[src/hw/rtl/afr_pkg.sv]
package afr_pkg;

  // buffer geometry
  localparam int BUF_DEPTH = 256;
  localparam int BUF_AW    = (BUF_DEPTH > 1) ? $clog2(BUF_DEPTH) : 1;
  localparam int FILL_W    = $clog2(BUF_DEPTH + 1);
  localparam int MEM_AW    = BUF_AW + 1;
  localparam int MEM_WORDS = 2 ** MEM_AW;

  // op queue between front and back
  localparam int QUEUE_DEPTH = 2;
  localparam int QUEUE_AW    = $clog2(QUEUE_DEPTH);

  // command codes on the input channel
  typedef enum logic [1:0] {
    CMD_RX   = 2'd0,
    CMD_READ = 2'd1,
    CMD_ACK  = 2'd2,
    CMD_NONE = 2'd3
  } cmd_t;

  // classified operation
  typedef enum logic [1:0] {
    OP_RX,
    OP_READ,
    OP_ACK,
    OP_NONE
  } op_kind_t;

  typedef struct packed {
    op_kind_t   kind;
    logic [7:0] data;  // received byte or read index
  } op_t;

  // receive framing phase
  typedef enum logic [2:0] {
    PH_ADDR_HI = 3'd0,
    PH_ADDR_LO = 3'd1,
    PH_LEN_HI  = 3'd2,
    PH_LEN_LO  = 3'd3,
    PH_DATA    = 3'd4
  } rx_phase_t;

  // back end sequencer
  typedef enum logic {
    B_EXEC,
    B_READ
  } back_state_t;

endpackage

[src/hw/rtl/afr_front.sv]
module afr_front
  import afr_pkg::*;
(
  input  logic       clk,
  input  logic       rst,
  input  logic       in_valid,
  output logic       in_ready,
  input  logic [1:0] command,
  input  logic [7:0] rx_byte,
  input  logic [7:0] read_index,
  output logic       op_valid,
  input  logic       op_ready,
  output op_t        op
);

  logic f_valid;
  op_t  f_op;
  op_t  dec_op;

  // classify the incoming beat
  always_comb begin
    dec_op = '{kind: OP_NONE, data: 8'h00};
    unique case (cmd_t'(command))
      CMD_RX: begin
        dec_op.kind = OP_RX;
        dec_op.data = rx_byte;
      end
      CMD_READ: begin
        dec_op.kind = OP_READ;
        dec_op.data = read_index;
      end
      CMD_ACK:  dec_op.kind = OP_ACK;
      default:  dec_op.kind = OP_NONE;
    endcase
  end

  assign in_ready = !f_valid || op_ready;
  assign op_valid = f_valid;
  assign op       = f_op;

  // holding register
  always_ff @(posedge clk) begin
    if (rst) begin
      f_valid <= 1'b0;
    end else if (in_ready) begin
      f_valid <= in_valid;
    end
  end

  always_ff @(posedge clk) begin
    if (in_valid && in_ready) begin
      f_op <= dec_op;
    end
  end

endmodule

[config.mk]
export PLATFORM = sky130hd
export DESIGN_NAME = afr_front
export DESIGN_NICKNAME = d
export VERILOG_FILES = /design/src/hw/rtl/afr_pkg.sv /design/src/hw/rtl/afr_front.sv
export SDC_FILE = /design/constraint.sdc
export NUM_CORES = 1
export LEC_CHECK = 0
export BUFFER_PORTS_ARGS = -buffer_cell sky130_fd_sc_hd__buf_2
export CAP_MARGIN = 0
export CORE_AREA = 2 2 39 41
export DETAILED_ROUTE_END_ITERATION = 16
export DIE_AREA = 0 0 41 43
export MAX_ROUTING_LAYER = met4
export PLACE_DENSITY = 0.79
export SYNTH_ARGS = -nofsm -noshare
export SYNTH_HDL_FRONTEND = slang
export SYNTH_SLANG_ARGS = --single-unit
[constraint.sdc]
create_clock -name clk -period 2.75 [get_ports clk]
set_input_delay 0 -clock clk [delete_from_list [all_inputs] [get_ports clk]]
set_output_delay 0 -clock clk [all_outputs]
set_load 0.1 [all_outputs]
==> impl_metrics.py <==
metrics = {
    "timing": {
        "rsz0062_at_grt": "no",
        "setup_tns_ps": 0,
        "tightest_slew_ps": 487,
        "maxSlewHeadroom_pct": 67.8,
        "report.final.slew_viol_count": 0,
        "fin_skew_ps": 2.60,
        "hold_viol": 0,
        "min_period_ps": 1160,
        "fin_crit_sh_pct": 42.2,
        "setup_viol": 0,
        "fmax_ghz": 0.863,
    },
    "die": {
        "pin_count": 34,
        "die_h_um": 43,
        "core-area_um2": 1380,
        "die_area_um2": 1760,
        "fp.dieW_um": 41,
        "start_util_pct": 34.4,
        "row_count": 14,
    },
    "clock_network": {
        "cts.sinks": 11,
        "clock_latency_ps": 260,
        "cts_made_buffers": 3,
        "cts_tree": "built",
        "htree_levels": 1,
        "clockBufferDepth": 2,
        "ctsResizeCount": 0,
        "clock-root-buffer": "clkbuf_4",
        "clkTransAtPathRegs_ps": 70,
    },
    "critical_path": {
        "path_buf_inv": 0,
        "setup.worst_path.start_class": "flip-flop",
        "cpPeakStageDelay_ps": 410,
        "crit_fanout": 10,
        "cp-end-kind": "flip-flop",
        "cp_data_required_time_ps": 2660,
        "crit_path_cell_trace": "nand2b_1 -> and2_1",
        "worstSetupPathType": "reg2reg",
        "crit_family": "simple AND/OR/NAND/NOR gates",
        "worstPathArrival_ps": 1070,
        "crit_slowest_cell": "and2_1",
    },
    "synthesis": {
        "ys_ff_latch": 11,
        "synth_cells": 35,
        "yosysWarningCount": 0,
        "syn_area_per_cell_um2": 13.6,
        "synth_nets": 57,
        "synth_seq_area_share_pct": 67.4,
        "ys_types": 11,
        "syn_area_um2": 475,
    },
    "global_routing": {
        "grt_pass1_wl_mm": 1.34,
        "overflow": 0,
        "antenna_found_initial": 0,
        "track_usage_pct": 12.2,
        "grt_max_degree": 11,
        "grt_pass1_vias": 323,
    },
    "detailed_routing": {
        "drt_iter0_drc": 2,
        "wl_um": 889,
        "wl_per_cell_um": 10.3,
        "dr.pass1.iters": 2,
        "via_count": 366,
        "drcViolationCount": 0,
        "drt-vias-per-instance": 4.26,
        "ant_nets": 0,
    },
    "pwr": {
        "peakVddDrop_mv": 0.228,
        "p_per_area_nw_per_um2": 636,
        "power_leakage_nw": 0.337,
    },
    "finish": {
        "nets": 93,
        "final_common_cell": "buf_2",
        "syn_to_final_growth_pct": 43.7,
        "fin_cells": 86,
        "fillCellCount": 132,
        "final_cell_mix": "33 x buf_2, 10 x edfxtp_1, 8 x mux2i_1, 8 x nor2_1, 3 x clkbuf_4",
        "drive_gt1_share_pct": 51.4,
        "antennaDiodeCount": 0,
    },
    "place": {
        "portBuffers": 33,
        "dp.cells": 80,
        "routabilityCongestion": 0.546,
    },
    "worst_hold_path": {
        "hp-class": "in2reg",
    },
    "job": {
        "cap_violations": 0,
    },
    "outcome": {
        "status": "completed",
    },
}
-- cell usage after synthesis, drive strengths merged --
cell type,n,area [µm²]
mux2i,8,80.1
buf,2,16.3
and2,1,6.26
edfxtp,10,300
nand2b,1,6.26
inv,1,3.75
dfxtp,1,20.0
nor2,8,30.0
clkbuf,2,7.51
a21oi,1,5.00
-- state kept, by name (all words and copies together) (netlist names) --
register  flops
op_valid      1
op           10
-- cell type report --
type                    count  area [µm²]  area share, %
clock buffers               4        26.3           3.85
repair buffers             35         185           27.1
inverters                   1        3.75          0.549
flip-flops and latches     11         320           46.9
well taps                  16        20.0           2.93
multi-input cells          19         128           18.7
-- worst register-to-register path, cell delays in order, from the launching register on --
cell and delay (ps):
dfxtp_1 310, nand2b_1 90, and2_1 410
-- cell families after synthesis --
family	count (synthesis)	share of synthesized area, %
flip-flops	11	67.4
AND/OR/NAND/NOR	10	8.95
multiplexers	8	16.8
buffers and inverters	5	5.79
AO/OA/AOI/OAI	1	1.05
-- repair_timing --
action,CTS,global route
hold buffers,2,0
endpoints found under the hold margin,1,0
buffers inserted,0,0
-- worst paths after layout --
check	from	end	slack [ps]	depth (start not counted)
worst max-delay path	op_valid	op[3]	1590	2
worst min-delay path	command[1]	op[9]	40	1
worst max register to register	op_valid	op[3]	1590	2
worst min register to register	op_valid	op[1]	930	2
-- stage by stage --
step | hold WS, ps | util, % | power [mW] | cell area [µm²] | worst slack, ps
final | 41.9 | 49.4 | 0.435 | 683 | 1590
after global routing | 56.3 | 49.4 | 0.459 | 683 | 1500
after CTS | 43.0 | 49.4 | 0.441 | 683 | 1580
after detailed placement | 161 | 46.0 | 0.334 | 637 | 1590
after global placement | 158 | 46.0 | 0.332 | 637 | 1650
after floorplan | 69.1 | - | 0.309 | 475 | 144
-- power breakdown --
group	leakage [nW]	switching [mW]	internal [mW]	total (mW)
registers	0.108	0.00266	0.196	0.198
clock network	0.0150	0.0472	0.0559	0.103
logic	0.215	0.105	0.0279	0.133
total	0.337	0.155	0.280	0.435
-- metal layers --
layer  wire [µm]  up-vias  global-route usage, %
met2         420       24                   16.6
met1         397      152                   14.4
li1            -      190                      -
met3          71        0                   3.14
met5           0        -                      -
met4           0        0                   10.0
No activity file was read; power rests on OpenSTA's default activity.
