`src/hw/rtl/afr_pkg.sv`:
```
package afr_pkg;

  // buffer geometry
  localparam int BUF_DEPTH = 256;
  localparam int BUF_AW    = (BUF_DEPTH > 1) ? $clog2(BUF_DEPTH) : 1;
  localparam int FILL_W    = $clog2(BUF_DEPTH + 1);
  localparam int MEM_AW    = BUF_AW + 1;
  localparam int MEM_WORDS = 2 ** MEM_AW;

  // op queue between front and back
  localparam int QUEUE_DEPTH = 2;
  localparam int QUEUE_AW    = $clog2(QUEUE_DEPTH);

  // command codes on the input channel
  typedef enum logic [1:0] {
    CMD_RX   = 2'd0,
    CMD_READ = 2'd1,
    CMD_ACK  = 2'd2,
    CMD_NONE = 2'd3
  } cmd_t;

  // classified operation
  typedef enum logic [1:0] {
    OP_RX,
    OP_READ,
    OP_ACK,
    OP_NONE
  } op_kind_t;

  typedef struct packed {
    op_kind_t   kind;
    logic [7:0] data;  // received byte or read index
  } op_t;

  // receive framing phase
  typedef enum logic [2:0] {
    PH_ADDR_HI = 3'd0,
    PH_ADDR_LO = 3'd1,
    PH_LEN_HI  = 3'd2,
    PH_LEN_LO  = 3'd3,
    PH_DATA    = 3'd4
  } rx_phase_t;

  // back end sequencer
  typedef enum logic {
    B_EXEC,
    B_READ
  } back_state_t;

endpackage

```
`src/hw/rtl/afr_back.sv`:
```
module afr_back
  import afr_pkg::*;
(
  input  logic        clk,
  input  logic        rst,
  input  logic [15:0] own_address,
  input  logic        op_valid,
  output logic        op_pop,
  input  op_t         op,
  output logic        out_valid,
  input  logic        out_ready,
  output logic        frame_done,
  output logic        frame_accepted,
  output logic        message_ready,
  output logic [15:0] ready_length,
  output logic [7:0]  read_data,
  output logic        overflow
);

  // sequencer
  back_state_t state;
  back_state_t state_next;

  // frame state
  rx_phase_t   phase;
  rx_phase_t   phase_next;
  logic [15:0] frame_address;
  logic [15:0] frame_address_next;
  logic [15:0] frame_length;
  logic [15:0] frame_length_next;
  logic [15:0] byte_count;
  logic [15:0] byte_count_next;
  logic        active_select;
  logic        active_select_next;
  logic        ready_flag;
  logic        ready_flag_next;
  logic [15:0] kept_length;
  logic [15:0] kept_length_next;
  logic [FILL_W-1:0] fill_act;
  logic [FILL_W-1:0] fill_act_next;
  logic [FILL_W-1:0] fill_inact;
  logic [FILL_W-1:0] fill_inact_next;

  // execute results
  logic        ex_done;
  logic        ex_accepted;
  logic        ex_overflow;
  logic        ex_end;
  logic [15:0] ex_len;
  logic [15:0] bc_inc;
  logic [15:0] idx_wide;

  // buffer memory
  logic [7:0]        mem [MEM_WORDS];
  logic              mem_we;
  logic [MEM_AW-1:0] mem_waddr;
  logic              rd_en;
  logic [MEM_AW-1:0] mem_raddr;
  logic [7:0]        mem_q;
  logic              rd_hit;

  // handshake control
  logic slot_free;
  logic exec_fire;
  logic load_exec;
  logic load_read;

  assign slot_free = !out_valid || out_ready;
  assign bc_inc    = byte_count + 16'd1;
  assign idx_wide  = {8'h00, op.data};
  assign mem_waddr = {active_select, byte_count[BUF_AW-1:0]};
  assign mem_raddr = {~active_select, idx_wide[BUF_AW-1:0]};

  // next state
  always_comb begin
    state_next = state;
    unique case (state)
      B_EXEC: begin
        if (op_valid && slot_free && op.kind == OP_READ) begin
          state_next = B_READ;
        end
      end
      B_READ: begin
        if (slot_free) begin
          state_next = B_EXEC;
        end
      end
      default: state_next = B_EXEC;
    endcase
  end

  // sequencer outputs
  always_comb begin
    op_pop    = 1'b0;
    exec_fire = 1'b0;
    rd_en     = 1'b0;
    load_exec = 1'b0;
    load_read = 1'b0;
    unique case (state)
      B_EXEC: begin
        if (op_valid && slot_free) begin
          op_pop = 1'b1;
          if (op.kind == OP_READ) begin
            rd_en = 1'b1;
          end else begin
            exec_fire = 1'b1;
            load_exec = 1'b1;
          end
        end
      end
      B_READ: begin
        load_read = slot_free;
      end
      default: begin
        op_pop = 1'b0;
      end
    endcase
  end

  // frame handling for one non-read op
  always_comb begin
    phase_next         = phase;
    frame_address_next = frame_address;
    frame_length_next  = frame_length;
    byte_count_next    = byte_count;
    active_select_next = active_select;
    ready_flag_next    = ready_flag;
    kept_length_next   = kept_length;
    fill_act_next      = fill_act;
    fill_inact_next    = fill_inact;
    ex_done            = 1'b0;
    ex_accepted        = 1'b0;
    ex_overflow        = 1'b0;
    ex_end             = 1'b0;
    ex_len             = frame_length;
    mem_we             = 1'b0;

    unique case (op.kind)
      OP_RX: begin
        unique case (phase)
          PH_ADDR_LO: begin
            frame_address_next = {frame_address[15:8], op.data};
            phase_next         = PH_LEN_HI;
          end
          PH_LEN_HI: begin
            frame_length_next = {op.data, 8'h00};
            phase_next        = PH_LEN_LO;
          end
          PH_LEN_LO: begin
            ex_len            = {frame_length[15:8], op.data};
            frame_length_next = ex_len;
            if (ex_len == 16'd0) begin
              ex_end = 1'b1;
            end else begin
              phase_next = PH_DATA;
            end
          end
          PH_DATA: begin
            if (byte_count < 16'(BUF_DEPTH)) begin
              mem_we        = exec_fire;
              fill_act_next = fill_act + FILL_W'(1);
            end else begin
              ex_overflow = 1'b1;
            end
            byte_count_next = bc_inc;
            if (bc_inc == frame_length) begin
              ex_end = 1'b1;
            end
          end
          default: begin
            frame_address_next = {op.data, 8'h00};
            phase_next         = PH_ADDR_LO;
          end
        endcase
      end
      OP_ACK:  ready_flag_next = 1'b0;
      OP_READ: ex_len = frame_length;
      OP_NONE: ex_len = frame_length;
      default: ex_len = frame_length;
    endcase

    // end of frame: swap on a match, then zero the active buffer's fill count
    if (ex_end) begin
      ex_done         = 1'b1;
      phase_next      = PH_ADDR_HI;
      byte_count_next = 16'd0;
      if (frame_address == own_address) begin
        ex_accepted        = 1'b1;
        active_select_next = ~active_select;
        ready_flag_next    = 1'b1;
        kept_length_next   = ex_len;
        fill_inact_next    = fill_act_next;
      end
      fill_act_next = '0;
    end
  end

  // control and frame state registers
  always_ff @(posedge clk) begin
    if (rst) begin
      state         <= B_EXEC;
      phase         <= PH_ADDR_HI;
      frame_address <= 16'd0;
      frame_length  <= 16'd0;
      byte_count    <= 16'd0;
      active_select <= 1'b0;
      ready_flag    <= 1'b0;
      kept_length   <= 16'd0;
      fill_act      <= '0;
      fill_inact    <= '0;
    end else begin
      state <= state_next;
      if (exec_fire) begin
        phase         <= phase_next;
        frame_address <= frame_address_next;
        frame_length  <= frame_length_next;
        byte_count    <= byte_count_next;
        active_select <= active_select_next;
        ready_flag    <= ready_flag_next;
        kept_length   <= kept_length_next;
        fill_act      <= fill_act_next;
        fill_inact    <= fill_inact_next;
      end
    end
  end

  // buffer memory, registered read
  always_ff @(posedge clk) begin
    if (mem_we) begin
      mem[mem_waddr] <= op.data;
    end
    if (rd_en) begin
      mem_q  <= mem[mem_raddr];
      rd_hit <= (idx_wide < {{(16 - FILL_W){1'b0}}, fill_inact});
    end
  end

  // result register
  always_ff @(posedge clk) begin
    if (rst) begin
      out_valid <= 1'b0;
    end else if (load_exec || load_read) begin
      out_valid <= 1'b1;
    end else if (out_ready) begin
      out_valid <= 1'b0;
    end
  end

  always_ff @(posedge clk) begin
    if (load_exec) begin
      frame_done     <= ex_done;
      frame_accepted <= ex_accepted;
      message_ready  <= ready_flag_next;
      ready_length   <= kept_length_next;
      read_data      <= 8'h00;
      overflow       <= ex_overflow;
    end else if (load_read) begin
      frame_done     <= 1'b0;
      frame_accepted <= 1'b0;
      message_ready  <= ready_flag;
      ready_length   <= kept_length;
      read_data      <= rd_hit ? mem_q : 8'h00;
      overflow       <= 1'b0;
    end
  end

endmodule

```
`config.mk`:
```
export PLATFORM = sky130hd
export DESIGN_NAME = afr_back
export DESIGN_NICKNAME = d
export VERILOG_FILES = /design/src/hw/rtl/afr_pkg.sv /design/src/hw/rtl/afr_back.sv
export SDC_FILE = /design/constraint.sdc
export NUM_CORES = 2
export LEC_CHECK = 0
export CAP_MARGIN = 25
export CORE_MARGIN = 2
export CORE_UTILIZATION = 40
export CTS_CLUSTER_SIZE = 10
export DETAILED_ROUTE_END_ITERATION = 6
export DONT_BUFFER_PORTS = 1
export PLACE_DENSITY = 0.52
export SLEW_MARGIN = 30
export SYNTH_ARGS = -nofsm -noshare
export SYNTH_HDL_FRONTEND = slang
export SYNTH_SLANG_ARGS = --single-unit
```
`constraint.sdc`:
```
create_clock -name clk -period 5.25 [get_ports clk]
set_input_delay 0.7875 -clock clk [delete_from_list [all_inputs] [get_ports clk]]
set_output_delay 0.7875 -clock clk [all_outputs]
set_load 0.01 [all_outputs]
```
==> run_results.csv <==
group,metric,value,unit
floorplanning,dieHeight,648,µm
floorplanning,die_area,420000,µm²
yosys,commonest_cells_in_the_netlist,"edfxtp_1, mux4_2, nor2_1",
yosys,ys_warn_count,0,
placed_design,gpl.final_weighted_congestion,0.830,
timing,post-route-period-util,0.945,
grt,overflow_after_grt,0,
worst_setup_path,path_max_fanout,50,
worst_setup_path,arrival_time_at_the_worst_endpoint,5690,ps
yosys,synth-seq-area-share,0.759,
placed_design,buffer_ports.inserted,0,
power,cellLeakagePower,59.5,nW
status,outcome,"finished, final reports clean",
worst_setup_path,r2r-start,"active_select",
layout,postLayoutCellArea,189000,µm²
grt,antenna_found_initial,38,
clock_network,maximum_clock_insertion_buffer_count,4,
yosys,syn_inst,8278,
grt,first_pass_grt_wire_length,677000,µm
power,power_switching_share,0.216,
routing,vias_after_detailed_routing,85500,
yosys,library_cell_with_the_highest_instance_count_after_synthesis,"edfxtp_1",
power,power.density,367,nW/µm²
yosys,synth_top_cells_by_area,"edfxtp_1, mux4_2, mux2i_1, nor2_1, dfxtp_1",
yosys,synth.cell_area,166000,µm²
routing,drc,0,
layout,nFillCells,34600,
worst_setup_path,setup.reg_to_reg.worst_slack,1020,ps
floorplanning,num_rows,236,
routing,routed_wire_length_per_instance,33.8,µm
timing,report.final.setup_viol,0,
worst_setup_path,path_cells,"buf_16 -> buf_16 -> buf_16 -> buf_16 -> buf_16 -> buf_16 -> buf_16 -> buf_16 -> mux4_2 -> mux4_2 -> nor2_1 -> a21oi_1 -> nor2_1 -> buf_4 -> o41ai_1 -> a41o_1",
grt,grtUsageTotal,0.229,
worst_setup_path,crit_type,"in2reg",
worst_setup_path,sort_of_element_at_the_end_of_the_critical_path,"register",
clock_network,clkTransAtPathRegs,50,ps
timing,finalHoldViolCount,0,
timing,worst_slew_margin_relative_to_its_limit,0.314,
layout,final_cells,14400,
routing,detailedRoute.firstIterationViolations,11000,
timing,timing.final.max_slew_violations,0,
worst_setup_path,critical_path.slowest_cell,"mux4_2",
layout,ratio_of_cells_with_drive_above_1_in_the_final_layout,0.240,
clock_network,total_number_of_h_tree_levels,5,
timing,grt_setup_unrepaired,"no",
clock_network,cts-buffers-inserted,469,
grt,first_global_vias,85400,
yosys,async_flop_share,0,
timing,worst-slew-pin-transition,1030,ps
yosys,synth.largest_area_cell,"edfxtp_1",
routing,first_pass_iters,6,
worst_setup_path,critPathLaunch,"op[0]",
hold_path,worst_hold_path_type,"in2reg",
worst_setup_path,critical_path.most_common_cell,"buf_16",
clock_network,clock-root-buffer,"clkbuf_16",
layout,area_delta_synth_final,14.2,%
flow_run,max_cap_viol_count,0,
timing,timing.clock.skew,52.1,ps
floorplanning,starting_density_of_the_core,0.402,
power,cell_internal_pwr,54.4,mW
floorplanning,io-pin-count,60,
yosys,yosys_register_bits,4222,
yosys,synth_top_cell_area_share,0.747,
worst_setup_path,critPathMaxStageDelay,570,ps
worst_setup_path,reg2reg_depth,6,
power,power.clock.fraction,0.413,
layout,final_net_count,8860,
worst_setup_path,crit_path_end,"mem_q[2]",
placed_design,placed_cell_area,176000,µm²
power,net-switching-power,15.0,mW
floorplanning,die_w,648,µm
yosys,avgSynthCellArea,20.0,µm²
routing,vias_per_cell,5.93,
worst_setup_path,critical_path.startpoint_type,"input pin",
yosys,number_of_nets_in_the_synthesized_netlist,8320,
timing,totalNegativeSetupSlack,0,ps
worst_setup_path,critPathRequiredTime,5980,ps
timing,holdWs,89.2,ps
timing,fin_crit,4960,ps
clock_network,worstSkewPairLatency,990,ps
worst_setup_path,crit-reg2reg-capture,"mem[321][0]",
clock_network,cts_num_sinks,4222,
yosys,synthDistinctLibCells,85,
clock_network,tritoncts_clock_tree,"yes",
yosys,count_of_flip_flops_with_a_built_in_enable_after_synthesis,4125,
placed_design,hpwl_dp,287000,µm
power,vdd_drop_max,0.000256,V
grt,grt_max_degree,574,
routing,ant_nets,0,
yosys,synth_ff_type,"edfxtp_1",
power,report.power.total,69.4,mW
placed_design,placed_cells,13800,
timing,maxClockFrequency,202,MHz
clock_network,cts_post_setup_buffers_inserted,0,
routing,totalWireLength,488000,µm
power,seq_power_share,0.534,
floorplanning,coreArea,413000,µm²
power,combPwrFrac,0.053,
## power groups by stage
| stage | Combinational (mW) | Clock (mW) | Sequential (mW) |
|---|---|---|---|
| 6_report | 3.69 | 28.7 | 37.0 |
| 5_1_grt | 3.86 | 30.4 | 37.0 |
| 4_1_cts | 3.54 | 29.2 | 37.0 |
| 3_5_place_dp | 3.44 | 0 | 37.7 |
| 3_3_place_gp | 3.23 | 0 | 37.7 |
| 2_1_floorplan | 1.78 | 0 | 37.7 |
## repair_timing
| action | 4_1_cts | 5_1_grt |
|---|---|---|
| resized for setup | 1 | 2 |
| endpoints found under the setup margin | 8 | 5 |
| hold endpoints to repair | 263 | 127 |
| gates cloned | 7 | 3 |
| hold buffers | 14 | 3 |
## registers in the layout, indices dropped and copies added, names as in the netlist, 9 cells and up
register,flops
frame_address,16
frame_length,16
byte_count,16
ready_length,16
kept_length,16
fill_act,9
mem,4096
fill_inact,9
## cell type report
class	instances	area, µm²	area share
inverters	26	119	0.000628
flip-flops and latches	4222	126000	0.665
repair buffers	600	6580	0.0347
clock inverters	44	523	0.00276
diodes	13	32.5	0.000172
multi-input cells	3499	37200	0.197
well taps	5474	6850	0.0362
clock buffers	545	12200	0.0642
## worst min path at each step
stage / cells past startpoint / to / start / slack, ps
final: 3 / state / out_ready / 90
after global routing: 1 / mem[380][6] / op[6] / 50
after CTS: 3 / state / out_ready / 3
after detailed placement: 2 / fill_inact[3] / fill_inact[3] / 470
after global placement: 2 / frame_address[2] / frame_address[2] / 460
after floorplan: 2 / frame_address[0] / frame_address[0] / 440
## routing by layer
layer | global-route usage | share of wire | wire length, µm | vias up
li1 | - | - | - | 35100
met1 | 0.323 | 0.42 | 204000 | 46100
met2 | 0.362 | 0.47 | 230000 | 3644
met3 | 0.0459 | 0.080 | 39200 | 629
met4 | 0.0652 | 0.030 | 14700 | 10
met5 | 0 | 0.00012 | 58 | -
## worst max-delay path, delay by kind of cell
family	cells	cell delay, ps
buffers and inverters	9	2670
AO/OA/AOI/OAI	3	400
AND/OR/NAND/NOR	2	350
multiplexers	2	1040
## per-stage QoR
| step | setup slack [ps] | utilization |
|---|---|---|
| finish | 290 | 0.459 |
| global route | 15.1 | 0.458 |
| CTS | 46.5 | 0.457 |
| detailed placement | -2360 | 0.426 |
| global placement | -1960 | 0.424 |
| floorplan | 1920 | - |
## cell usage in the layout (no fill, tap or decap), types with 73 or more instances in the layout
cell	n
edfxtp_1	4125
mux4_2	917
nor2_1	592
clkbuf_16	477
buf_4	469
mux2i_1	433
nand2_1	280
a21oi_1	168
o21ai_0	141
dfxtp_1	96
nand3_1	95
a221oi_1	88
o221ai_1	85
a22oi_1	73
## kinds of logic after synthesis
logic type / share of synthesized area
XOR/XNOR: 0.00243
AND/OR/NAND/NOR: 0.0326
buffers and inverters: 0.0189
adder cells (fa/ha/maj): 0.000906
AO/OA/AOI/OAI: 0.0340
flip-flops: 0.759
multiplexers: 0.152
Power figures use the tool's default switching activity.
