**src/hw/rtl/afr_pkg.sv**
```systemverilog
package afr_pkg;

  // buffer geometry
  localparam int BUF_DEPTH = 256;
  localparam int BUF_AW    = (BUF_DEPTH > 1) ? $clog2(BUF_DEPTH) : 1;
  localparam int FILL_W    = $clog2(BUF_DEPTH + 1);
  localparam int MEM_AW    = BUF_AW + 1;
  localparam int MEM_WORDS = 2 ** MEM_AW;

  // op queue between front and back
  localparam int QUEUE_DEPTH = 2;
  localparam int QUEUE_AW    = $clog2(QUEUE_DEPTH);

  // command codes on the input channel
  typedef enum logic [1:0] {
    CMD_RX   = 2'd0,
    CMD_READ = 2'd1,
    CMD_ACK  = 2'd2,
    CMD_NONE = 2'd3
  } cmd_t;

  // classified operation
  typedef enum logic [1:0] {
    OP_RX,
    OP_READ,
    OP_ACK,
    OP_NONE
  } op_kind_t;

  typedef struct packed {
    op_kind_t   kind;
    logic [7:0] data;  // received byte or read index
  } op_t;

  // receive framing phase
  typedef enum logic [2:0] {
    PH_ADDR_HI = 3'd0,
    PH_ADDR_LO = 3'd1,
    PH_LEN_HI  = 3'd2,
    PH_LEN_LO  = 3'd3,
    PH_DATA    = 3'd4
  } rx_phase_t;

  // back end sequencer
  typedef enum logic {
    B_EXEC,
    B_READ
  } back_state_t;

endpackage

```
**src/hw/rtl/afr_queue.sv**
```systemverilog
module afr_queue
  import afr_pkg::*;
(
  input  logic clk,
  input  logic rst,
  input  logic push_valid,
  output logic push_ready,
  input  op_t  push_op,
  output logic pop_valid,
  input  logic pop,
  output op_t  pop_op
);

  op_t                 entries [QUEUE_DEPTH];
  logic [QUEUE_AW-1:0] wr_ptr;
  logic [QUEUE_AW-1:0] rd_ptr;
  logic [QUEUE_AW:0]   count;
  logic                do_push;
  logic                do_pop;

  assign push_ready = (count != (QUEUE_AW + 1)'(QUEUE_DEPTH));
  assign pop_valid  = (count != '0);
  assign pop_op     = entries[rd_ptr];
  assign do_push    = push_valid && push_ready;
  assign do_pop     = pop && pop_valid;

  // pointers and occupancy
  always_ff @(posedge clk) begin
    if (rst) begin
      wr_ptr <= '0;
      rd_ptr <= '0;
      count  <= '0;
    end else begin
      if (do_push) begin
        wr_ptr <= (wr_ptr == QUEUE_AW'(QUEUE_DEPTH - 1)) ? '0 : wr_ptr + QUEUE_AW'(1);
      end
      if (do_pop) begin
        rd_ptr <= (rd_ptr == QUEUE_AW'(QUEUE_DEPTH - 1)) ? '0 : rd_ptr + QUEUE_AW'(1);
      end
      if (do_push && !do_pop) begin
        count <= count + (QUEUE_AW + 1)'(1);
      end else if (do_pop && !do_push) begin
        count <= count - (QUEUE_AW + 1)'(1);
      end
    end
  end

  // storage
  always_ff @(posedge clk) begin
    if (do_push) begin
      entries[wr_ptr] <= push_op;
    end
  end

endmodule

```
**config.mk**
```make
export PLATFORM = sky130hd
export DESIGN_NAME = afr_queue
export DESIGN_NICKNAME = d
export VERILOG_FILES = /design/src/hw/rtl/afr_pkg.sv /design/src/hw/rtl/afr_queue.sv
export SDC_FILE = /design/constraint.sdc
export NUM_CORES = 1
export LEC_CHECK = 0
export ABC_AREA = 1
export BUFFER_PORTS_ARGS = -buffer_cell sky130_fd_sc_hd__buf_4
export CAP_MARGIN = 20
export CELL_PAD_IN_SITES_DETAIL_PLACEMENT = 1
export CELL_PAD_IN_SITES_GLOBAL_PLACEMENT = 2
export CORE_MARGIN = 2
export CORE_UTILIZATION = 39
export CTS_BUF_LIST = sky130_fd_sc_hd__clkbuf_2 sky130_fd_sc_hd__clkbuf_4 sky130_fd_sc_hd__clkbuf_8
export CTS_CLUSTER_DIAMETER = 50
export CTS_CLUSTER_SIZE = 8
export DETAILED_ROUTE_END_ITERATION = 10
export PLACE_DENSITY = 0.88
export SETUP_SLACK_MARGIN = 0.1
export SLEW_MARGIN = 10
export SYNTH_ARGS = -nofsm -noshare
export SYNTH_HDL_FRONTEND = slang
export SYNTH_SLANG_ARGS = --single-unit
```
**constraint.sdc**
```tcl
create_clock -name clk -period 3.5 [get_ports clk]
set_input_delay 0 -clock clk [delete_from_list [all_inputs] [get_ports clk]]
set_output_delay 0 -clock clk [all_outputs]
set_load 0.02 [all_outputs]
```
==> key figures, run 1 <==
Yosys
  – Total nets after synthesis: 83
  – Leading cell types by count after synthesis: sky130_fd_sc_hd__edfxtp_1, sky130_fd_sc_hd__mux2_4, sky130_fd_sc_hd__nor2_1
  – Cell area after synthesis: 0.00101 mm²
  – Register bit total from synthesis: 25
  – Fraction of registers with async set or reset after synthesis: 0%
  – Synth Warn #: 0
  – Top post-synthesis cells by area: sky130_fd_sc_hd__edfxtp_1, sky130_fd_sc_hd__mux2_4, sky130_fd_sc_hd__dfxtp_1, sky130_fd_sc_hd__nor2_1, sky130_fd_sc_hd__inv_1
  – Synthesized netlist cell count: 68
  – Number of enable flip-flop cells after synthesis: 20
  – Post-synthesis sequential area ratio: 69.1%
  – Cell with the most instances after synthesis: sky130_fd_sc_hd__edfxtp_1
  – Distinct cell type count of the synthesized netlist: 16
  – Synth Flop Type: sky130_fd_sc_hd__edfxtp_1
  – Post-synthesis cell type with the largest combined area: sky130_fd_sc_hd__edfxtp_1
  – Mapped Avg Cell Area: 14.9 µm²
  – Area fraction of the dominant cell type after synthesis: 59.2%

Routing
  – Via total after detailed routing: 649
  – Detail-routed net length per standard cell: 13.2 µm
  – Violation count after the first detailed-routing iteration: 2
  – Count of antenna-violating nets left after detailed routing: 0
  – Post-DR vias/cell: 4.67
  – Detailed-router iteration count before antenna repair: 4
  – Routed wire length: 1.83 mm
  – Post-route DRC violation count: 0

Status
  – Status: complete, no violations

Power
  – Maximum vdd ir drop: 0.434 mV
  – Cell Pwr Density: 641 mW/mm²
  – Static leakage: 0.000585 µW

Hold path
  – Path category of the worst min-delay check: primary input to flip-flop
  – Start point of the worst min-delay path: push_valid

Setup path
  – Crit path arrival time: 1.58 ns
  – Cell breakdown of the critical path: mux2_4 > buf_4
  – Critical R2R Launch: count[0]
  – Number of buffers and inverters on the critical path: 1
  – Largest stage delay, worst path: 0.75 ns
  – Worst-path cell with the longest stage delay: sky130_fd_sc_hd__dfxtp_1
  – Top fanout value on the critical path: 10
  – Critical path required time: 3.50 ns
  – Critical path launch point type: flip-flop
  – Crit path capture type: primary output
  – Classification of the worst setup path: flip-flop to primary output
  – Largest delay share family, worst path: flip-flops

Floorplan
  – Effective utilization at floorplan: 41.0%
  – Boundary Pins: 26
  – Die Area: 0.00303 mm²
  – Placement Rows: 18
  – Core Footprint: 0.00248 mm²
  – Horizontal die dimension: 55.0 µm
  – Die extent in y: 55.0 µm

STA
  – Setup Viol. Count Final: 0
  – Transition time of the tightest slew-check pin: 0.813 ns
  – Final critical-path required period: 1.58 ns
  – Final worst-path cycle share: 45.1%
  – Worst-case setup margin in the final layout: 1.92 ns
  – Worst slew slack as a fraction of its limit: 45.6%
  – Upper clock frequency limit: 633 MHz
  – Number of pins with negative max-slew slack in the final report: 0
  – Setup repair after global routing missed its margin: no
  – Post-Route Skew: 0.00143 ns
  – Final Hold Viols: 0
  – Fin Setup TNS: 0 ns

Clock tree
  – Clock slew at reported path FFs: 0.13 ns
  – TritonCTS clock tree: yes
  – Total clock buffers created by CTS: 3
  – Clk Latency, worst-skew pair: 0.31 ns
  – Number of clock sinks: 25
  – Maximum root-to-sink buffer count: 2
  – H-tree depth: 1
  – Root buffer selected by CTS: sky130_fd_sc_hd__clkbuf_4

Flow run
  – Number of max-capacitance violations reported: 0

Final layout
  – Layout-stage area growth over the synthesis result: 36.9%
  – Antenna diode count: 0
  – Final Net Count: 125
  – Fraction of layout instances using a drive strength above 1: 40.4%

Global route
  – Largest net degree at the start of global routing: 14
  – Antenna violations before repair: 0
  – First-pass GRT wire length: 2.84 mm
  – Residual overflow from global routing: 0
  – Aggregate global-route resource usage: 13.6%
  – Via count of the first global-routing pass: 700

Placed design
  – HPWL reported at the end of detailed placement: 1.31 mm
  – Worst slack at placement: 1.89 ns
  – Weighted congestion reported at the end of routability-driven placement: 0.746
  – Buffers added on ports: 25
layout by cell type, fill, tap and decap left out, drive strengths merged:
| master | netlist | routed |
|---|---|---|
| mux2 | 10 | 10 |
| dlygate4sd3 | 0 | 13 |
| a21oi | 2 | 2 |
| edfxtp | 20 | 20 |
| nor2 | 7 | 7 |
| dfxtp | 5 | 5 |
| o21ai | 2 | 2 |
| nand3 | 2 | 2 |
| inv | 7 | 7 |
| clkinv | 1 | 1 |
| ha | 1 | 1 |
| clkbuf | 0 | 4 |
| nand4 | 1 | 1 |
| nand2 | 9 | 9 |
| buf | 1 | 25 |
through the flow:
stage	instances	hold WS [ns]	area (µm²)	util, %	total power, µW
2_1_floorplan	68	0.0989	1010	-	641
3_3_place_gp	122	0.188	1230	49.6	738
3_5_place_dp	122	0.189	1230	49.6	756
4_1_cts	139	0.0372	1390	56.1	898
5_1_grt	139	0.0508	1390	56.1	946
6_report	139	0.0369	1390	56.1	890
state kept, by name (all words and copies together) (netlist names), named ones only:
name	count
rd_ptr	1
count	2
entries	20
wr_ptr	1
per-layer routing:
layer | vias up | share of wire (%) | track usage [%]
li1 | 316 | - | -
met1 | 304 | 42 | 14.1
met2 | 23 | 50 | 25.2
met3 | 6 | 4.6 | 3.49
met4 | 0 | 2.6 | 6.91
met5 | - | 0 | 0
where the power goes:
| group | switching, µW | total, µW | leakage [µW] | internal, µW |
|---|---|---|---|---|
| registers | 37.1 | 416 | 0.000228 | 379 |
| clock network | 79.4 | 132 | 0.0000184 | 52.2 |
| logic | 176 | 343 | 0.000338 | 166 |
logic make-up (layout without fill, tap and decap cells):
group / after synthesis / in the layout / synth area share [%]
muxes: 10 / 10 / 14.8
buffers and inverters: 9 / 50 / 4.19
adders and majority gates: 1 / 1 / 1.23
and+or+nand+nor: 19 / 19 / 8.76
AOI/OAI and AO/OA: 4 / 4 / 1.97
DFF: 25 / 25 / 69.1
final cells by class:
| type | count | area [µm²] |
|---|---|---|
| Fill cell | 265 | 1090 |
| Sequential cell | 25 | 701 |
| Timing Repair Buffer | 38 | 318 |
| Multi-Input combinational cell | 34 | 272 |
| Tap cell | 30 | 37.5 |
| Inverter | 8 | 31.3 |
| Clock buffer | 4 | 30.0 |
timing repair:
item	CTS	global route
hold buffers	13	0
resized for setup	0	0
buffers inserted	0	0
hold endpoints to repair	25	0
worst paths after layout:
kind	endpoint	depth (start not counted)	slack (ns)
setup / recovery	pop_op[7]	2	1.92
hold / removal	wr_ptr	5	0.04
setup reg to reg	entries[0][5]	4	1.94
hold reg to reg	count[0]	2	0.54
worst reg2reg max path, stage by stage (launching register included):
cell and delay [ns]:
sky130_fd_sc_hd__dfxtp_1 0.37, sky130_fd_sc_hd__inv_2 0.07, sky130_fd_sc_hd__nand2_2 0.08, sky130_fd_sc_hd__nand2_4 0.06, sky130_fd_sc_hd__nor2_1 0.62
Power figures use the tool's default switching activity.
==> inputs of run 2 (changes only) <==
--- a/config.mk
+++ b/config.mk
@@ -11,12 +11,12 @@
 export CELL_PAD_IN_SITES_DETAIL_PLACEMENT = 1
 export CELL_PAD_IN_SITES_GLOBAL_PLACEMENT = 2
 export CORE_MARGIN = 2
-export CORE_UTILIZATION = 39
+export CORE_UTILIZATION = 33
 export CTS_BUF_LIST = sky130_fd_sc_hd__clkbuf_2 sky130_fd_sc_hd__clkbuf_4 sky130_fd_sc_hd__clkbuf_8
 export CTS_CLUSTER_DIAMETER = 50
 export CTS_CLUSTER_SIZE = 8
 export DETAILED_ROUTE_END_ITERATION = 10
-export PLACE_DENSITY = 0.88
+export PLACE_DENSITY = 0.8
 export SETUP_SLACK_MARGIN = 0.1
 export SLEW_MARGIN = 10
 export SYNTH_ARGS = -nofsm -noshare
==> constraint.sdc (replaced) <==
create_clock -name clk -period 1.45 [get_ports clk]
set_input_delay 0 -clock clk [delete_from_list [all_inputs] [get_ports clk]]
set_output_delay 0 -clock clk [all_outputs]
set_load 0.02 [all_outputs]
==> key figures, run 2 (same netlist as run 1, synthesis figures left out) <==
Status
  – Status: complete, no violations

STA
  – Setup repair after global routing missed its margin: yes
  – Fin Setup TNS: 0 ns
  – Final worst-path cycle share: 88.3%
  – Final Hold Viols: 0
  – Worst slew slack as a fraction of its limit: 87.7%
  – Number of pins with negative max-slew slack in the final report: 0
  – Upper clock frequency limit: 781 MHz
  – Transition time of the tightest slew-check pin: 0.185 ns
  – Final critical-path required period: 1.28 ns
  – Setup Viol. Count Final: 0
  – Post-Route Skew: 0.00117 ns

Clock tree
  – Root buffer selected by CTS: sky130_fd_sc_hd__clkbuf_4
  – Clock slew at reported path FFs: 0.13 ns
  – Number of clock sinks: 25
  – Maximum root-to-sink buffer count: 2
  – TritonCTS clock tree: yes
  – Clk Latency, worst-skew pair: 0.31 ns
  – Total clock buffers created by CTS: 3
  – H-tree depth: 1

Routing
  – Post-DR vias/cell: 4.49
  – Count of antenna-violating nets left after detailed routing: 0
  – Detailed-router iteration count before antenna repair: 2
  – Post-route DRC violation count: 0
  – Routed wire length: 2.07 mm
  – Violation count after the first detailed-routing iteration: 6
  – Via total after detailed routing: 664
  – Detail-routed net length per standard cell: 14.0 µm

Final layout
  – Leading cell type in the layout, fill and taps excluded: sky130_fd_sc_hd__buf_4
  – Fill cells: 311
  – Fraction of layout instances using a drive strength above 1: 50.4%
  – Register with the highest flop count: entries
  – Final Net Count: 131
  – Layout-stage area growth over the synthesis result: 45.1%
  – Biggest regs: entries (20), count (2)
  – Design area: 0.00147 mm²
  – Antenna diode count: 0
  – Commonest cells after routing, fill and taps aside: sky130_fd_sc_hd__buf_4, sky130_fd_sc_hd__edfxtp_1, sky130_fd_sc_hd__dlygate4sd3_1, sky130_fd_sc_hd__mux2_4, sky130_fd_sc_hd__nor2_1
  – Final standard cell utilization of the core: 49.5%
  – Max FFs per register: 20

Power
  – Internal cell power: 1560 µW
  – Static leakage: 0.000622 µW
  – Switching part of the total: 33.4%
  – Net switching power: 782 µW
  – Cell Pwr Density: 1590 mW/mm²
  – Maximum vdd ir drop: 0.743 mV
  – Portion of total power attributed to combinational logic: 44.0%
  – Clock power share: 13.7%
  – Share of total power in sequential cells: 42.3%
  – Post-route total power: 2340 µW

Global route
  – Largest net degree at the start of global routing: 14
  – Antenna violations before repair: 0
  – Global-route met2 utilization: 23.5%
  – GRT met3 Usage: 2.18%
  – Via count of the first global-routing pass: 710
  – Peak-usage layer in the global routing report: met2
  – Met1 Usage GRT: 12.6%
  – Residual overflow from global routing: 0
  – Aggregate global-route resource usage: 12.2%
  – First-pass GRT wire length: 3.07 mm

Setup path
  – Crit path capture type: primary output
  – Critical path launch point type: flip-flop
  – Crit path arrival time: 1.28 ns
  – Setup slack of the worst register-to-register path: 0.17 ns
  – Critical path required time: 1.45 ns
  – Top fanout value on the critical path: 5
  – Classification of the worst setup path: flip-flop to primary output

Flow run
  – Number of max-capacitance violations reported: 0

Placed design
  – HPWL reported at the end of detailed placement: 1.41 mm
  – Weighted congestion reported at the end of routability-driven placement: 0.704
  – Total placed instance area: 0.00125 mm²
  – Buffers added on ports: 25

Floorplan
  – Die extent in y: 59.5 µm
  – Horizontal die dimension: 59.5 µm
  – Boundary Pins: 26
  – Placement Rows: 20
  – Die Area: 0.00353 mm²
  – Core Footprint: 0.00298 mm²
  – Effective utilization at floorplan: 34.1%

Hold path
  – Path category of the worst min-delay check: primary input to flip-flop
==> run 2: cell types whose count changed in the layout (fill, tap and decap cells not counted), sizes merged <==
cell and change:
clkinv -1, inv +1, buf +7, dlygate4sd3 -1
==> run 2: final cells by class <==
class	instances	area, µm²	share of cell area [%]
Tap cell	33	41.3	2.80
Inverter	8	35.0	2.38
Sequential cell	25	707	48.0
Clock buffer	4	30.0	2.04
Timing Repair Buffer	44	368	25.0
Multi-Input combinational cell	34	292	19.8
==> run 2: final timing paths <==
check,from,to,depth (start not counted)
setup reg to reg,count[1],count[1],8
setup / recovery,flip-flop,pop_op[0],3
hold / removal,push_valid,wr_ptr,5
hold reg to reg,count[0],count[0],2
==> run 2: power by group through the flow <==
stage	sequential, µW	combinational (µW)	clock, µW
floorplan	968	580	0
global placement	972	839	0
detailed placement	981	872	0
CTS	967	931	343
global route	1000	1110	370
finish	992	1030	321
==> run 2: per-layer routing <==
| layer | share of wire, % | up-vias |
|---|---|---|
| met4 | 0 | 0 |
| met3 | 5.0 | 0 |
| met2 | 55 | 20 |
| met1 | 40 | 312 |
| met5 | 0 | - |
| li1 | - | 332 |
==> run 2: worst max-delay path, stage by stage, from the launching register on <==
cell and delay [ns]:
sky130_fd_sc_hd__dfxtp_2 0.37, sky130_fd_sc_hd__buf_6 0.14, sky130_fd_sc_hd__mux2_4 0.30, sky130_fd_sc_hd__buf_4 0.16
==> run 2: per-stage QoR <==
step / worst slack [ns] / instances / hold slack (ns)
floorplan: 0.0264 / 68 / 0.0989
global placement: 0.171 / 128 / 0.186
detailed placement: 0.0514 / 128 / 0.190
CTS: 0.106 / 144 / 0.0402
global route: 0.0898 / 148 / 0.0780
finish: 0.169 / 148 / 0.0461
==> run 2: what timing repair did <==
item	4_1_cts	5_1_grt
hold buffers	12	0
pin swaps	0	7
cloned	0	1
buffers inserted	0	3
hold endpoints to repair	25	0
endpoints found under the setup margin	11	12
resized for setup	2	13
==> inputs of run 3 (changes only) <==
==> constraint.sdc (replaced) <==
create_clock -name clk -period 1.45 [get_ports clk]
set_input_delay 0.0725 -clock clk [delete_from_list [all_inputs] [get_ports clk]]
set_output_delay 0.0725 -clock clk [all_outputs]
set_load 0.02 [all_outputs]
==> key figures, run 3 (same netlist as run 1, synthesis figures left out) <==
Routing
  – Detailed-router iteration count before antenna repair: 4
  – Detail-routed net length per standard cell: 14.2 µm
  – Post-route DRC violation count: 0
  – Count of antenna-violating nets left after detailed routing: 0
  – Post-DR vias/cell: 4.53
  – Via total after detailed routing: 653
  – Violation count after the first detailed-routing iteration: 7
  – Routed wire length: 2.04 mm

Global route
  – Residual overflow from global routing: 0
  – Antenna violations before repair: 0
  – Via count of the first global-routing pass: 719
  – First-pass GRT wire length: 3.16 mm
  – Aggregate global-route resource usage: 12.5%
  – Largest net degree at the start of global routing: 14

Setup path
  – Largest delay share family, worst path: flip-flops
  – Most used cell along the critical path: sky130_fd_sc_hd__buf_6
  – Number of buffers and inverters on the critical path: 2
  – Crit path capture type: primary output
  – Critical path launch point type: flip-flop
  – Top fanout value on the critical path: 5
  – Crit path arrival time: 1.27 ns
  – Classification of the worst setup path: flip-flop to primary output
  – Critical path required time: 1.38 ns
  – Worst-path cell with the longest stage delay: sky130_fd_sc_hd__dfxtp_2
  – Cell breakdown of the critical path: buf_6 > mux2_4 > buf_6
  – Largest stage delay, worst path: 0.37 ns

Power
  – Static leakage: 0.000614 µW
  – Net switching power: 778 µW
  – Switching part of the total: 33.3%
  – Maximum vdd ir drop: 0.678 mV
  – Clock power share: 14.1%
  – Cell Pwr Density: 1590 mW/mm²
  – Share of total power in sequential cells: 41.9%
  – Portion of total power attributed to combinational logic: 44.1%
  – Internal cell power: 1560 µW

Floorplan
  – Placement Rows: 20
  – Effective utilization at floorplan: 34.1%
  – Die Area: 0.00353 mm²
  – Die extent in y: 59.5 µm
  – Core Footprint: 0.00298 mm²
  – Horizontal die dimension: 59.5 µm
  – Boundary Pins: 26

Final layout
  – Commonest cells after routing, fill and taps aside: sky130_fd_sc_hd__edfxtp_1, sky130_fd_sc_hd__buf_4, sky130_fd_sc_hd__buf_6, sky130_fd_sc_hd__mux2_4, sky130_fd_sc_hd__dlygate4sd3_1
  – Layout-stage area growth over the synthesis result: 44.6%
  – Number of standard cells in the layout, taps in and fillers out: 144
  – Final Net Count: 127
  – Register with the highest flop count: entries
  – Fraction of layout instances using a drive strength above 1: 48.6%
  – Antenna diode count: 0
  – Max FFs per register: 20
  – Leading cell type in the layout, fill and taps excluded: sky130_fd_sc_hd__edfxtp_1
  – Biggest regs: entries (20), count (2)

STA
  – Worst slew slack as a fraction of its limit: 87.9%
  – Final worst-path cycle share: 92.2%
  – Final critical-path required period: 1.34 ns
  – Post-Route Skew: 0.00201 ns
  – Final Hold Viols: 0
  – Fin Setup TNS: 0 ns
  – Transition time of the tightest slew-check pin: 0.182 ns
  – Upper clock frequency limit: 748 MHz
  – Setup repair after global routing missed its margin: yes
  – Number of pins with negative max-slew slack in the final report: 0
  – Setup Viol. Count Final: 0

Flow run
  – Number of max-capacitance violations reported: 0

Clock tree
  – Total clock buffers created by CTS: 3
  – H-tree depth: 1
  – Number of clock sinks: 25
  – TritonCTS clock tree: yes
  – Maximum root-to-sink buffer count: 2
  – Root buffer selected by CTS: sky130_fd_sc_hd__clkbuf_4
  – Clk Latency, worst-skew pair: 0.31 ns
  – Clock slew at reported path FFs: 0.13 ns

Placed design
  – Cell count after placement: 128
  – Buffers added on ports: 25
  – HPWL reported at the end of detailed placement: 1.41 mm
  – Weighted congestion reported at the end of routability-driven placement: 0.704

Hold path
  – Path category of the worst min-delay check: primary input to flip-flop

Status
  – Status: complete, no violations
[run 3: cell types whose count changed in the layout (fill, tap and decap cells not counted), sizes merged]
cell and change:
buf -2, dlygate4sd3 -2
[run 3: per-layer routing]
metal / global-route usage [%] / share of wire (%)
met3: 2.18 / 4.5
met2: 23.7 / 54
met4: 4.87 / 0
met1: 13.6 / 41
met5: 0 / 0
[run 3: path summary, 6_finish.rpt]
kind / start / to / slack (ns) / cells after the start
setup / recovery: flip-flop / pop_op[0] / 0.11 / 3
hold / removal: pop / flip-flop / 0.05 / 3
setup reg to reg: count[1] / count[1] / 0.16 / 8
hold reg to reg: count[0] / count[0] / 0.51 / 2
[run 3: stage by stage]
stage / hold slack (ns) / utilization (%) / setup WS [ns] / power (µW) / area [µm²]
after CTS: 0.0337 / 48.1 / 0.0649 / 2290 / 1430
after floorplan: 0.171 / - / 0.0264 / 1550 / 1010
after global placement: 0.258 / 42.1 / 0.171 / 1810 / 1250
after detailed placement: 0.263 / 42.1 / 0.0514 / 1850 / 1250
after global routing: 0.0561 / 49.3 / 0.0663 / 2470 / 1470
final: 0.0490 / 49.3 / 0.112 / 2340 / 1470
[run 3: repair_timing]
action                                  CTS  global route
hold buffers                             10             0
gates resized for setup                  10            10
gates cloned                              1             0
endpoints found under the setup margin   11            12
setup buffers                             0             1
hold endpoints to repair                 20             0
pin swaps                                 0             1
[run 3: power groups by stage]
| stage | Sequential, µW | Combinational [µW] | Clock, µW |
|---|---|---|---|
| after detailed placement | 981 | 872 | 0 |
| after global placement | 972 | 839 | 0 |
| final | 979 | 1030 | 329 |
| after floorplan | 968 | 580 | 0 |
| after CTS | 973 | 977 | 343 |
| after global routing | 991 | 1110 | 370 |
[run 3: final cells by class]
type                            instances  area [µm²]
Sequential cell                        25         704
Clock buffer                            4        30.0
Timing Repair Buffer                   40         370
Fill cell                             308        1510
Inverter                                8        35.0
Multi-Input combinational cell         34         287
Tap cell                               33        41.3
[run 3: tightest hold or removal path, delay by kind of cell]
family,cells,cell delay (ns)
buffers and inverters,1,0.10
AOI/OAI and AO/OA,1,0.08
and+or+nand+nor,1,0.09
